$ cat src/kmc3_pkg.sv
// Shared types and constants for the k-means clustering core.
// No dependencies.
package kmc3_pkg;

  localparam int MAX_POINTS_DEF   = 16384;
  localparam int MAX_CLUSTERS_DEF = 8;
  localparam int COORD_W          = 16;
  localparam int CFG_IDX_W        = 2;
  localparam int CFG_DATA_W       = 16;

  localparam logic [CFG_IDX_W-1:0] CFG_NUM_CLUSTERS = 2'd0;
  localparam logic [CFG_IDX_W-1:0] CFG_ITER_LIMIT   = 2'd1;

  localparam logic [3:0]  NUM_CLUSTERS_RST = 4'd3;
  localparam logic [15:0] ITER_LIMIT_RST   = 16'd1999;

  localparam int DIFF_W = COORD_W + 1;
  localparam int SQ_W   = 2 * DIFF_W;
  localparam int DIST_W = SQ_W + 2;

  typedef struct packed {
    logic signed [COORD_W-1:0] x;
    logic signed [COORD_W-1:0] y;
    logic signed [COORD_W-1:0] z;
  } point_t;

  typedef enum logic [3:0] {
    S_LOAD, S_START, S_SEED_RD, S_SEED_WR, S_ITER, S_PT_RD, S_SQ, S_CMP,
    S_ACC, S_DIV, S_DIVW, S_ITEND, S_EMIT, S_OUT
  } state_t;

endpackage

$ cat src/kmc3_div.sv
// Iterative signed-by-unsigned divider, one quotient bit per cycle,
// truncating toward zero. Depends on kmc3_pkg.
module kmc3_div #(
  parameter int DW = 32,
  parameter int VW = 15
) (
  input  logic                                clk,
  input  logic                                rst_n,
  input  logic                                start,
  input  logic signed [DW-1:0]                dividend,
  input  logic [VW-1:0]                       divisor,
  output logic                                done,
  output logic signed [kmc3_pkg::COORD_W-1:0] quotient
);

  localparam int CNT_W = $clog2(DW + 1);

  logic [DW-1:0]    mag_r, mag_nxt;
  logic [VW:0]      rem_r, rem_nxt;
  logic [VW-1:0]    den_r, den_nxt;
  logic [CNT_W-1:0] cnt_r, cnt_nxt;
  logic             neg_r, neg_nxt;
  logic             busy_r, busy_nxt;
  logic             done_r, done_nxt;
  logic [VW+1:0]    rem_sh;
  logic [DW-1:0]    q_signed;

  always_comb begin
    mag_nxt  = mag_r;
    rem_nxt  = rem_r;
    den_nxt  = den_r;
    cnt_nxt  = cnt_r;
    neg_nxt  = neg_r;
    busy_nxt = busy_r;
    done_nxt = 1'b0;
    rem_sh   = {rem_r, mag_r[DW-1]};
    if (start) begin
      neg_nxt  = dividend[DW-1];
      mag_nxt  = dividend[DW-1] ? DW'(-dividend) : DW'(dividend);
      rem_nxt  = '0;
      den_nxt  = divisor;
      cnt_nxt  = CNT_W'(DW);
      busy_nxt = 1'b1;
    end else if (busy_r) begin
      // shift in one dividend bit, subtract when it fits
      if (rem_sh >= {2'b00, den_r}) begin
        rem_nxt = (VW+1)'(rem_sh - {2'b00, den_r});
        mag_nxt = {mag_r[DW-2:0], 1'b1};
      end else begin
        rem_nxt = rem_sh[VW:0];
        mag_nxt = {mag_r[DW-2:0], 1'b0};
      end
      cnt_nxt = cnt_r - 1'b1;
      if (cnt_r == CNT_W'(1)) begin
        busy_nxt = 1'b0;
        done_nxt = 1'b1;
      end
    end
  end

  always_ff @(posedge clk) begin
    if (!rst_n) begin
      busy_r <= 1'b0;
      done_r <= 1'b0;
    end else begin
      busy_r <= busy_nxt;
      done_r <= done_nxt;
    end
    mag_r <= mag_nxt;
    rem_r <= rem_nxt;
    den_r <= den_nxt;
    cnt_r <= cnt_nxt;
    neg_r <= neg_nxt;
  end

  assign q_signed = neg_r ? DW'(-mag_r) : mag_r;
  assign quotient = q_signed[kmc3_pkg::COORD_W-1:0];
  assign done     = done_r;

endmodule

$ cat config.mk
export PLATFORM = sky130hd
export DESIGN_NAME = kmc3_div
export DESIGN_NICKNAME = d
export VERILOG_FILES = /design/src/kmc3_pkg.sv /design/src/kmc3_div.sv
export SDC_FILE = /design/constraint.sdc
export NUM_CORES = 1
export LEC_CHECK = 0
export BUFFER_PORTS_ARGS = -buffer_cell sky130_fd_sc_hd__buf_2
export CAP_MARGIN = 20
export CORE_MARGIN = 4
export CORE_UTILIZATION = 52
export CTS_BUF_LIST = sky130_fd_sc_hd__clkbuf_4 sky130_fd_sc_hd__clkbuf_8 sky130_fd_sc_hd__clkbuf_16
export DETAILED_ROUTE_END_ITERATION = 8
export PLACE_DENSITY = 0.85
export RECOVER_POWER = 100
export SYNTH_ARGS = -nofsm -noshare
export SYNTH_HDL_FRONTEND = slang
export SYNTH_SLANG_ARGS = --single-unit
$ cat constraint.sdc
create_clock -name clk -period 2.3 [get_ports clk]
set_input_delay 0.23 -clock clk [delete_from_list [all_inputs] [get_ports clk]]
set_output_delay 0.23 -clock clk [all_outputs]
set_load 0.02 [all_outputs]
# --- Word-level counts from Yosys, hierarchy flattened ---
# Cells that the tools add are included.
classes:
  n_eq_ne: 1
  add_sub_neg: 4
  n_reduce_logical: 2
  mux: 10
  order_cmp: 1
  n_bitwise: 2
ops:
  columns: ["cell", "count"]
  rows:
  - ["two-way mux 32 bit", 3]
  - ["two-way mux 16 bit", 2]
  - ["negation 32 bit", 1]
  - ["greater-or-equal comparator 17 x 15 -> 1 bit", 1]
  - ["negation 16 bit", 1]
  - ["subtractor 16 x 15 -> 16 bit", 1]
  - ["== test 6 x 1 -> 1 bit, second input constant", 1]
  - ["subtractor 6 x 1 -> 6 bit, second input constant", 1]
  - ["two-way mux 1 bit", 5]
  - ["OR reduction 3 bit", 1]
  - ["NOT 1 bit", 2]
  - ["nonzero test 2 bit", 1]
word_totals:
  wordCells: 27
  regBits: 72
  out_inout_bits: 17
  in_bits: 50

# --- Logic depth before layout (Yosys ltp) ---
# Gate-level depths: netlist of the first run.
depth:
  depth_word: 4
  mapped_depth: 12
  depth_no_buf: 10

# --- Least setup slack after synthesis of the first run ---
# Ideal clock, no wire load.
synth_path:
  kind: "flip-flop to flip-flop"
  from: "register den_r[10]"
  to: "register rem_r[11]"
  required_ps: 2209
  path_slack_ps: -114
  path_stages_with_launch: 12
  arrival_ps: 2323
  synth_period_minus_slack_ps: 2414
  path_buffers: 2
  setup_ps: 91
  path_cell_list: "edfxtp_1 inv_1 ha_1 a21oi_2 o21ai_1 a21o_1 a2111oi_2 and2_1 buf_2 buf_4 nand2_1 a311oi_1"
synth_via:
  elab_chain_len: 2
  word_cells_on_any_way: 3
  cone_classes: "add/sub: 1; order compare: 1; mux: 1"
synth_rtl:
  columns: ["element", "line", "source"]
  rows:
  - ["start, declared", "kmc3_div.sv:20", "logic [VW-1:0] den_r, den_nxt;"]
  - ["start signal, assigned", "kmc3_div.sv:71", "den_r <= den_nxt;"]
  - ["subtractor 16 x 15 -> 16 bit / greater-or-equal comparator 17 x 15 -> 1 bit (equally long branches)", "kmc3_div.sv:47, kmc3_div.sv:46", null]
  - ["two-way mux 16 bit *", "kmc3_div.sv:46", "if (rem_sh >= {2'b00, den_r}) begin"]
  - ["end signal, assigned", "kmc3_div.sv:70", "rem_r <= rem_nxt;"]
  - ["end, declared", "kmc3_div.sv:19", "logic [VW:0] rem_r, rem_nxt;"]
# Every way passes the cells marked *; elsewhere a longest branch is shown, timed or not.
# A chain may end at the register's enable or synchronous reset.

# --- Final worst setup path of the first run ---
layout_path:
  from: "register mag_r[2]"
  to: "output quotient[13] in the netlist's numbering"
layout_via:
  elab_chain_len: 2
layout_rtl:
  columns: ["element", "line", "source"]
  rows:
  - ["start, declared", "kmc3_div.sv:18", "logic [DW-1:0] mag_r, mag_nxt;"]
  - ["start signal, assigned", "kmc3_div.sv:69", "mag_r <= mag_nxt;"]
  - ["negation 16 bit", "kmc3_div.sv:76", "assign q_signed = neg_r ? DW'(-mag_r) : mag_r;"]
  - ["two-way mux 16 bit", "kmc3_div.sv:76", null]
  - ["end, declared", "kmc3_div.sv:13", "output logic signed [kmc3_pkg::COORD_W-1:0] quotient"]
# No other way between the ends.

==> impl_metrics.tcl, run 1 <==
set metrics [dict create \
    num-fill-cells 548 \
    worst_slack_ns -0.558 \
    cts_hold_buf 0 \
    antenna_found_initial 0 \
    area_delta_synth_final_pct 36.1 \
    setup_viol_count_final 27 \
    ant_nets 0 \
    place.gp.congestion 0.959 \
    final_cells 740 \
    critPathBufInv 1 \
    hpwl_mm 8.13 \
    synth-seq-area-share 0.419 \
    min_from "divisor[4]" \
    worstSetupEndpointType "output pin" \
    rsz0062_at_grt "yes" \
    syn_inst 501 \
    gr-total-overflow 0 \
    max-slew-margin-rel -0.227 \
    p_leak_nw 2.59 \
    synth_compound_area_frac 0.185 \
    worstReg2RegStart "mag_r[31]" \
    ctsHtreeMaxLevel 3 \
    initial_utilization 0.532 \
    holdPathEnd "den_r[4]" \
    worstPathArrival_ns 2.63 \
    cts_inserted_buffers 9 \
    cts_root_buf "clkbuf_8" \
    avgSynthCellArea_um2 9.16 \
    tightestPinTransition_ns 1.84 \
    nets 697 \
    core_area_um2 8640 \
    num_vias 4451 \
    clock_sinks 72 \
    synth_area_leader_cell "edfxtp_1" \
    drtIter0Drc 320 \
    clock_path_buffers 2 \
    drv_slew 33 \
    setup-tns-final_ns -3.25 \
    cts_tree "yes" \
    maxCapViolCount 1 \
    place_inst 712 \
    wl_per_cell_um 17.8 \
    finalPower_w 0.00412 \
    grt_max_degree 42 \
    die_x_um 102 \
    final_layout_size_suffix_gt1_frac 0.375 \
    worstSetupPathType "reg2out" \
    synth_xor_area_frac 0.103 \
    async_reset_ff_frac 0 \
    finalHoldViolations 0 \
    fin_skew_ns 0.00655 \
    grt_use_total 0.225 \
    crit_path_start_kind "register" \
    power_density_nw_per_um2 660 \
    netlist_top_cells_area "edfxtp_1 31%, dfxtp_1 10%, xor2_1 5.7%" \
    synthAdderAreaFrac 0.0561 \
    utilization 0.724 \
    numPortBuffers 66 \
    netlist_area_um2 4590 \
    timing.final.crit_share 1.24 \
    synth_nets 571 \
    routed_wl_mm 13.2 \
    crit_chain "or3_4, or3b_4, or4_4, o41ai_4, xnor2_2, buf_4" \
    route.detailed.drc 0 \
    min_period_ns 2.86 \
    worstPathRequired_ns 2.07 \
    violations "max-capacitance violations, max-slew violations, negative setup slack" \
    cp_max_fo 3 \
    vias_per_cell 6.01 \
    synthMuxAreaShare 0.00654 \
    dieArea_um2 10400 \
    status "finished with violations" \
    cpMaxStageDelayCell "or4_4" \
    netlist.area_leader.share 0.314 \
    synth_top_family_by_area "simple AND/OR/NAND/NOR gates" \
    cpLargestDelayFamily "simple AND/OR/NAND/NOR gates" \
    rows 34 \
    yosys_warnings 0 \
    antenna_cells 0 \
    grt_pass1_vias 4134 \
    grt_pass1_wl_mm 18.8 \
    synth_edf_count 48 \
    clk_latency_ns 0.36 \
    synth-simple-area-share 0.189 \
    worstReg2RegEnd "rem_r[10]" \
    yosysUniqueCellTypes 57 \
    ir_worst_vdd_uv 374 \
    ff2ff_setup_slack_ns -0.11 \
    dr.pass1.iters 5 \
    ff2ff_path_depth 11 \
    hold_path_class "in2reg" \
    max_stage_delay_ns 0.48 \
    ys_ff_latch 72 \
    die_y_um 102 \
    clkTransAtPathRegs_ns 0.08 \
    io_pins 67 \
    hold_path_depth 1 \
    max_freq_ghz 0.350 \
    synth_flop_cell "edfxtp_1" \
]
worst reg2reg max path, delay by kind of cell, from the launching register on:
family / cells / cell delay, ns
compound gates: 4 / 0.86
fa+ha+maj: 2 / 0.52
flops: 1 / 0.41
simple gates: 3 / 0.30
buf+inv: 2 / 0.21
metal layers:
metal | part of all wire | wire, µm | GRT usage
met1 | 0.40 | 5330 | 0.281
met2 | 0.50 | 6610 | 0.390
met4 | 0.029 | 386 | 0.0888
met3 | 0.064 | 843 | 0.0375
met5 | 0 | 0 | 0
state kept, by name, indices dropped and copies added (netlist names):
name    cells
busy_r      1
rem_r      16
den_r      15
mag_r      32
neg_r       1
done        1
cnt_r       6
repair_timing:
item,in CTS,in global routing
gates resized for setup,36,74
endpoints found under the setup margin,23,26
pin swaps,23,38
cloned,0,1
buffers inserted,5,7
synthesized netlist by cell type, types with 11 or more instances:
cell      instances
nor2_1           66
nand2_1          51
edfxtp_1         48
a21oi_1          44
xor2_1           30
inv_1            26
dfxtp_1          24
xnor2_1          24
ha_1             19
clkbuf_1         16
o21ai_0          16
a311oi_1         13
o31ai_1          12
nand2b_1         11
worst max-delay path by stage:
stage / startpoint / to / slack, ns / cells after the start
floorplan: mag_r[2] / quotient[13] / -0.1 / 5
global placement: mag_r[1] / quotient[13] / -0.19 / 6
detailed placement: mag_r[2] / quotient[13] / -0.23 / 6
CTS: mag_r[1] / quotient[13] / -0.53 / 6
global route: mag_r[2] / quotient[13] / -0.62 / 6
finish: mag_r[2] / quotient[13] / -0.56 / 6
metrics by stage:
| stage | setup slack, ns | cell area [µm²] | hold slack (ns) |
|---|---|---|---|
| after floorplan | -0.0990 | 4660 | 0.329 |
| final | -0.558 | 6250 | 0.0360 |
| after detailed placement | -0.233 | 5480 | 0.408 |
| after CTS | -0.528 | 5840 | 0.0306 |
| after global placement | -0.192 | 5480 | 0.406 |
| after global routing | -0.620 | 6250 | 0.0364 |
cell type report:
cell class / count / area (µm²) / area share
multi-input cells: 380 / 2990 / 0.478
flip-flops and latches: 72 / 1920 / 0.308
repair buffers: 138 / 927 / 0.148
well taps: 108 / 135 / 0.0216
clock buffers: 9 / 124 / 0.0198
inverters: 26 / 100 / 0.0160
clock inverters: 7 / 53.8 / 0.00861
cell usage in the layout, fill, tap and decap left out, types with 7 or more instances in the layout:
| cell | n |
|---|---|
| buf_4 | 66 |
| nand2b_1 | 8 |
| ha_1 | 10 |
| ha_4 | 7 |
| a21o_1 | 7 |
| a311oi_2 | 11 |
| nand2_1 | 37 |
| xor2_1 | 30 |
| edfxtp_1 | 48 |
| dfxtp_1 | 24 |
| nand2_4 | 7 |
| buf_6 | 7 |
| clkbuf_1 | 8 |
| xnor2_1 | 22 |
| clkbuf_8 | 9 |
| o21ai_0 | 13 |
| o31ai_1 | 9 |
| buf_2 | 50 |
| nor2_1 | 63 |
| inv_1 | 21 |
| a21oi_1 | 38 |
| nand2_2 | 7 |
power by group:
part	internal, W	switching [W]
clock network	0.000400	0.000531
logic	0.000696	0.000841
registers	0.00154	0.000118
total	0.00263	0.00149
logic make-up (layout without fill, tap and decap cells):
family	Yosys count	in the layout
mux	3	3
fa+ha+maj	20	20
buf+inv	49	180
simple gates	179	179
flops	72	72
xor+xnor	54	54
compound gates	124	124
Power figures use the tool's default switching activity.
==> inputs of run 2 (changes only) <==
RECOVER_POWER = 50   (was 100)
==> impl_metrics.tcl, run 2 (synthesis gave the netlist of run 1 again) <==
set metrics [dict create \
    status "finished with violations" \
    violations "max-capacitance violations, max-slew violations, negative setup slack" \
    final_layout_size_suffix_gt1_frac 0.380 \
    max_freq_ghz 0.350 \
    cts_inserted_buffers 9 \
    utilization 0.725 \
    antenna_cells 0 \
    worstSetupEndpointType "output pin" \
    dr.pass1.iters 5 \
    largest_register "mag_r" \
    routed_wl_mm 13.2 \
    min_from "divisor[4]" \
    rows 34 \
    die_y_um 102 \
    power_density_nw_per_um2 659 \
    cts_root_buf "clkbuf_8" \
    min_period_ns 2.86 \
    final_common_cell "buf_4" \
    holdPathEnd "den_r[4]" \
    cpMaxStageDelayCell "or4_4" \
    worstReg2RegEnd "rem_r[10]" \
    gr-total-overflow 0 \
    drtIter0Drc 336 \
    p_leak_nw 2.60 \
    grt_use_total 0.225 \
    num-fill-cells 544 \
    max-slew-margin-rel -0.211 \
    max_stage_delay_ns 0.48 \
    rsz0062_at_grt "yes" \
    die_x_um 102 \
    crit_path_start_kind "register" \
    dieArea_um2 10400 \
    nets 697 \
    finalHoldViolations 0 \
    timing.final.crit_share 1.24 \
    wl_per_cell_um 17.8 \
    ff2ff_path_depth 11 \
    antenna_found_initial 0 \
    drv_slew 33 \
    ir_worst_vdd_uv 373 \
    setup_viol_count_final 52 \
    route.detailed.drc 0 \
    cts_hold_buf 0 \
    fin_skew_ns 0.00674 \
    hold_path_class "in2reg" \
    ctsHtreeMaxLevel 3 \
    tightestPinTransition_ns 1.82 \
    initial_utilization 0.532 \
    vias_per_cell 6.03 \
    cts_tree "yes" \
    layout_common_cells "68 x buf_4, 63 x nor2_1, 55 x buf_2" \
    top_regs "mag_r (32), rem_r (16), den_r (15)" \
    largest_reg_flops 32 \
    clk_latency_ns 0.36 \
    grt_pass1_vias 4134 \
    clkTransAtPathRegs_ns 0.08 \
    hold_path_depth 1 \
    clock_sinks 72 \
    worstPathRequired_ns 2.07 \
    hold_slack_ns 0.0361 \
    hpwl_mm 8.13 \
    place.gp.congestion 0.959 \
    crit_chain "or3_4, or3b_4, or4_4, o41ai_4, xnor2_2, buf_4" \
    numPortBuffers 66 \
    num_vias 4463 \
    worstPathArrival_ns 2.63 \
    ant_nets 0 \
    io_pins 67 \
    worstSetupPathType "reg2out" \
    grt_pass1_wl_mm 18.8 \
    ff2ff_setup_slack_ns -0.11 \
    clock_path_buffers 2 \
    worst_slack_ns -0.556 \
    area_delta_synth_final_pct 36.3 \
    cp_max_fo 3 \
    grt_max_degree 42 \
    core_area_um2 8640 \
    maxCapViolCount 1 \
    worstReg2RegStart "mag_r[31]" \
]
==> run 2: cell types whose count changed in the layout (fill, tap and decap cells not counted) <==
| cell | before | now |
|---|---|---|
| buf_2 | 50 | 55 |
| buf_4 | 66 | 68 |
| clkbuf_1 | 8 | 5 |
| clkbuf_2 | 4 | 0 |
==> run 2: through the flow <==
step	power, W	worst slack, ns	TNS [ns]	cells	cell area, µm²
finish	0.00412	-0.556	-3.67	740	6260
global route	0.00429	-0.620	-10.37	740	6260
CTS	0.00383	-0.528	-2.27	733	5840
detailed placement	0.00283	-0.233	-2.62	712	5480
global placement	0.00276	-0.192	-1.19	712	5480
floorplan	0.00240	-0.0990	-0.110	501	4660
==> run 2: routing by layer <==
metal / vias up / GRT usage / routed length (µm)
li1: 2049 / - / -
met4: 0 / 0.0888 / 436
met1: 2166 / 0.281 / 5220
met2: 205 / 0.390 / 6590
met3: 43 / 0.0375 / 902
met5: - / 0 / 0
==> run 2: power breakdown <==
part | leakage (nW) | total (W) | internal [W] | switching [W]
logic | 1.85 | 0.00154 | 0.000701 | 0.000838
clock network | 0.0827 | 0.000929 | 0.000400 | 0.000530
registers | 0.669 | 0.00165 | 0.00154 | 0.000117
==> run 2: repair_timing <==
| item | in CTS | in global routing |
|---|---|---|
| pin swaps | 23 | 38 |
| resized for setup | 36 | 74 |
| buffers inserted | 5 | 7 |
| cloned | 0 | 1 |
| endpoints found under the setup margin | 23 | 26 |
==> run 2: worst max-delay path, delay by kind of cell (launching register included) <==
family	cells	cell delay [ns]
simple gates	3	1.26
flops	1	0.40
compound gates	1	0.29
buf+inv	1	0.16
xor+xnor	1	0.15
==> run 2: layout make-up <==
| cell class | instances | area [µm²] | share of cell area |
|---|---|---|---|
| Inverter | 26 | 100 | 0.0160 |
| Clock inverter | 7 | 53.8 | 0.00860 |
| Sequential cell | 72 | 1920 | 0.307 |
| Clock buffer | 9 | 124 | 0.0198 |
| Timing Repair Buffer | 138 | 936 | 0.150 |
| Tap cell | 108 | 135 | 0.0216 |
| Multi-Input combinational cell | 380 | 2990 | 0.477 |
==> run 2: worst max-delay path by stage <==
stage               cells after the start      from  slack [ns]      endpoint
global placement                        6  mag_r[1]       -0.19  quotient[13]
detailed placement                      6  mag_r[2]       -0.23  quotient[13]
finish                                  6  mag_r[2]       -0.56  quotient[13]
floorplan                               5  mag_r[2]        -0.1  quotient[13]
CTS                                     6  mag_r[1]       -0.53  quotient[13]
global route                            6  mag_r[2]       -0.62  quotient[13]
==> inputs of run 3 (changes only) <==
ABC_AREA = 1   (was unset)
CORE_UTILIZATION = 53   (was 52)
==> impl_metrics.tcl, run 3 <==
set metrics [dict create \
    ant_nets 0 \
    min_from "divisor[13]" \
    synth-seq-area-share 0.370 \
    final_layout_size_suffix_gt1_frac 0.153 \
    tightestPinTransition_ns 1.41 \
    gr-total-overflow 0 \
    synth_area_leader_cell "edfxtp_1" \
    synth_nets 802 \
    min_period_ns 2.23 \
    final_common_cell "nand2_1" \
    largest_register "mag_r" \
    setup_viol_count_final 0 \
    stdcell_area_um2 5920 \
    core_area_um2 9370 \
    hold_slack_ns 0.0538 \
    hold_path_depth 1 \
    clk_latency_ns 0.34 \
    worstSetupPathType "reg2out" \
    worstReg2RegEnd "rem_r[3]" \
    critPathBufInv 3 \
    p_leak_nw 2.89 \
    routed_wl_mm 12.2 \
    ff2ff_setup_slack_ns 0.27 \
    largest_reg_flops 32 \
    route.detailed.drc 0 \
    crit_chain "inv_2, ha_4, inv_2, nor4_2, nand2_1, o21ai_0, xnor2_1, buf_2" \
    yosys_warnings 0 \
    place_inst 916 \
    layout_common_cells "219 x nand2_1, 100 x inv_1, 67 x nand3_1" \
    netlist_area_um2 5200 \
    top_regs "mag_r (32), rem_r (16), den_r (15)" \
    drv_slew 0 \
    async_reset_ff_frac 0 \
    clock_sinks 72 \
    worst_slack_ns 0.0663 \
    worstPathArrival_ns 2.00 \
    clkTransAtPathRegs_ns 0.09 \
    fin_skew_ns 0.0186 \
    max-slew-margin-rel 0.0570 \
    rsz0062_at_grt "yes" \
    maxCapViolCount 0 \
    syn_inst 732 \
    power_density_nw_per_um2 573 \
    cpMaxStageDelayCell "edfxtp_1" \
    die_x_um 107 \
    hold_path_class "in2reg" \
    yosysMostFrequentCell "nand2_1" \
    ir_worst_vdd_uv 411 \
    place_area_um2 5650 \
    cts_tree "yes" \
    initial_utilization 0.555 \
    crit_path_start_kind "register" \
    cpLargestDelayFamily "flip-flops" \
    grt_use_total 0.225 \
    max_stage_delay_ns 0.42 \
    finalHoldViolations 0 \
    clock_path_buffers 2 \
    grt_pass1_vias 4608 \
    avgSynthCellArea_um2 7.10 \
    nets 873 \
    pre_cts_slack_ns 0.260 \
    worstSetupEndpointType "output pin" \
    synthTopCellsByCount "219 x nand2_1, 105 x inv_1, 68 x nand3_1" \
    grt_pass1_wl_mm 21.0 \
    synth_edf_count 48 \
    num_vias 4873 \
    synth_flop_cell "edfxtp_1" \
    ys_ff_latch 72 \
    antenna_found_initial 0 \
    ctsHtreeMaxLevel 3 \
    worstReg2RegStart "den_r[11]" \
    holdPathEnd "den_r[13]" \
    yosysUniqueCellTypes 41 \
    max_freq_ghz 0.448 \
    hpwl_mm 9.08 \
    worstPathRequired_ns 2.07 \
    place.gp.congestion 0.977 \
    antenna_cells 0 \
    cts_hold_buf 0 \
    wl_per_cell_um 13.0 \
    die_y_um 107 \
    grt_max_degree 50 \
    status "completed" \
    final_cells 937 \
    vias_per_cell 5.20 \
    ff2ff_path_depth 12 \
    netlist.area_leader.share 0.277 \
    io_pins 67 \
    timing.final.crit_share 0.971 \
    cp_max_fo 3 \
    cts_inserted_buffers 9 \
    cts_root_buf "clkbuf_8" \
    dr.pass1.iters 5 \
    netlist_top_cells_area "edfxtp_1 28%, nand2_1 16%, dfxtp_1 9.2%" \
    dieArea_um2 11500 \
    utilization 0.632 \
    path_common_cell "inv_2" \
    drtIter0Drc 284 \
    numPortBuffers 66 \
    rows 35 \
    num-fill-cells 856 \
    area_delta_synth_final_pct 13.9 \
]
## run 3: repair_timing
| item | 4_1_cts | 5_1_grt |
|---|---|---|
| buffers inserted | 0 | 5 |
| pin swaps | 0 | 5 |
| setup endpoints to repair | 3 | 5 |
| gates resized for setup | 3 | 15 |
## run 3: how the worst max path moves through the flow
stage                     startpoint      endpoint  slack, ns  depth (start not counted)
after detailed placement    mag_r[1]  quotient[14]       0.26                         10
after floorplan             mag_r[0]  quotient[10]       0.42                          7
after global placement      den_r[3]      rem_r[4]       0.32                         12
after CTS                   mag_r[1]  quotient[14]       0.04                         10
final                       mag_r[0]   quotient[8]       0.07                          8
after global routing        mag_r[0]  quotient[10]      -0.09                          8
## run 3: routing by layer
layer | vias up | GRT usage | share of wire
met5 | - | 0 | 0
met4 | 0 | 0.0758 | 0.017
met3 | 18 | 0.0361 | 0.052
met2 | 147 | 0.364 | 0.47
met1 | 2197 | 0.307 | 0.46
li1 | 2511 | - | -
## run 3: logic make-up after synthesis
| group | synth area share |
|---|---|
| compound gates | 0.0811 |
| fa+ha+maj | 0.0496 |
| flops | 0.370 |
| xor+xnor | 0.0590 |
| buf+inv | 0.0961 |
| simple gates | 0.344 |
## run 3: stage by stage
stage,TNS [ns],power (W)
6_report,0,0.00339
5_1_grt,-0.266,0.00360
4_1_cts,0,0.00338
3_5_place_dp,0,0.00235
3_3_place_gp,0,0.00233
2_1_floorplan,0,0.00211
## run 3: layout make-up
type / count / area [µm²] / share of cell area
Clock buffer: 12 / 181 / 0.0306
Clock inverter: 4 / 23.8 / 0.00401
Inverter: 107 / 402 / 0.0678
Multi-Input combinational cell: 534 / 2820 / 0.475
Sequential cell: 72 / 1920 / 0.325
Tap cell: 129 / 161 / 0.0273
Timing Repair Buffer: 79 / 417 / 0.0704
## run 3: report_power, final
part           internal, W  total [W]  switching (W)
logic             0.000282   0.000786       0.000505
registers          0.00151    0.00158      0.0000661
clock network     0.000533    0.00103       0.000497
total              0.00232    0.00339        0.00107
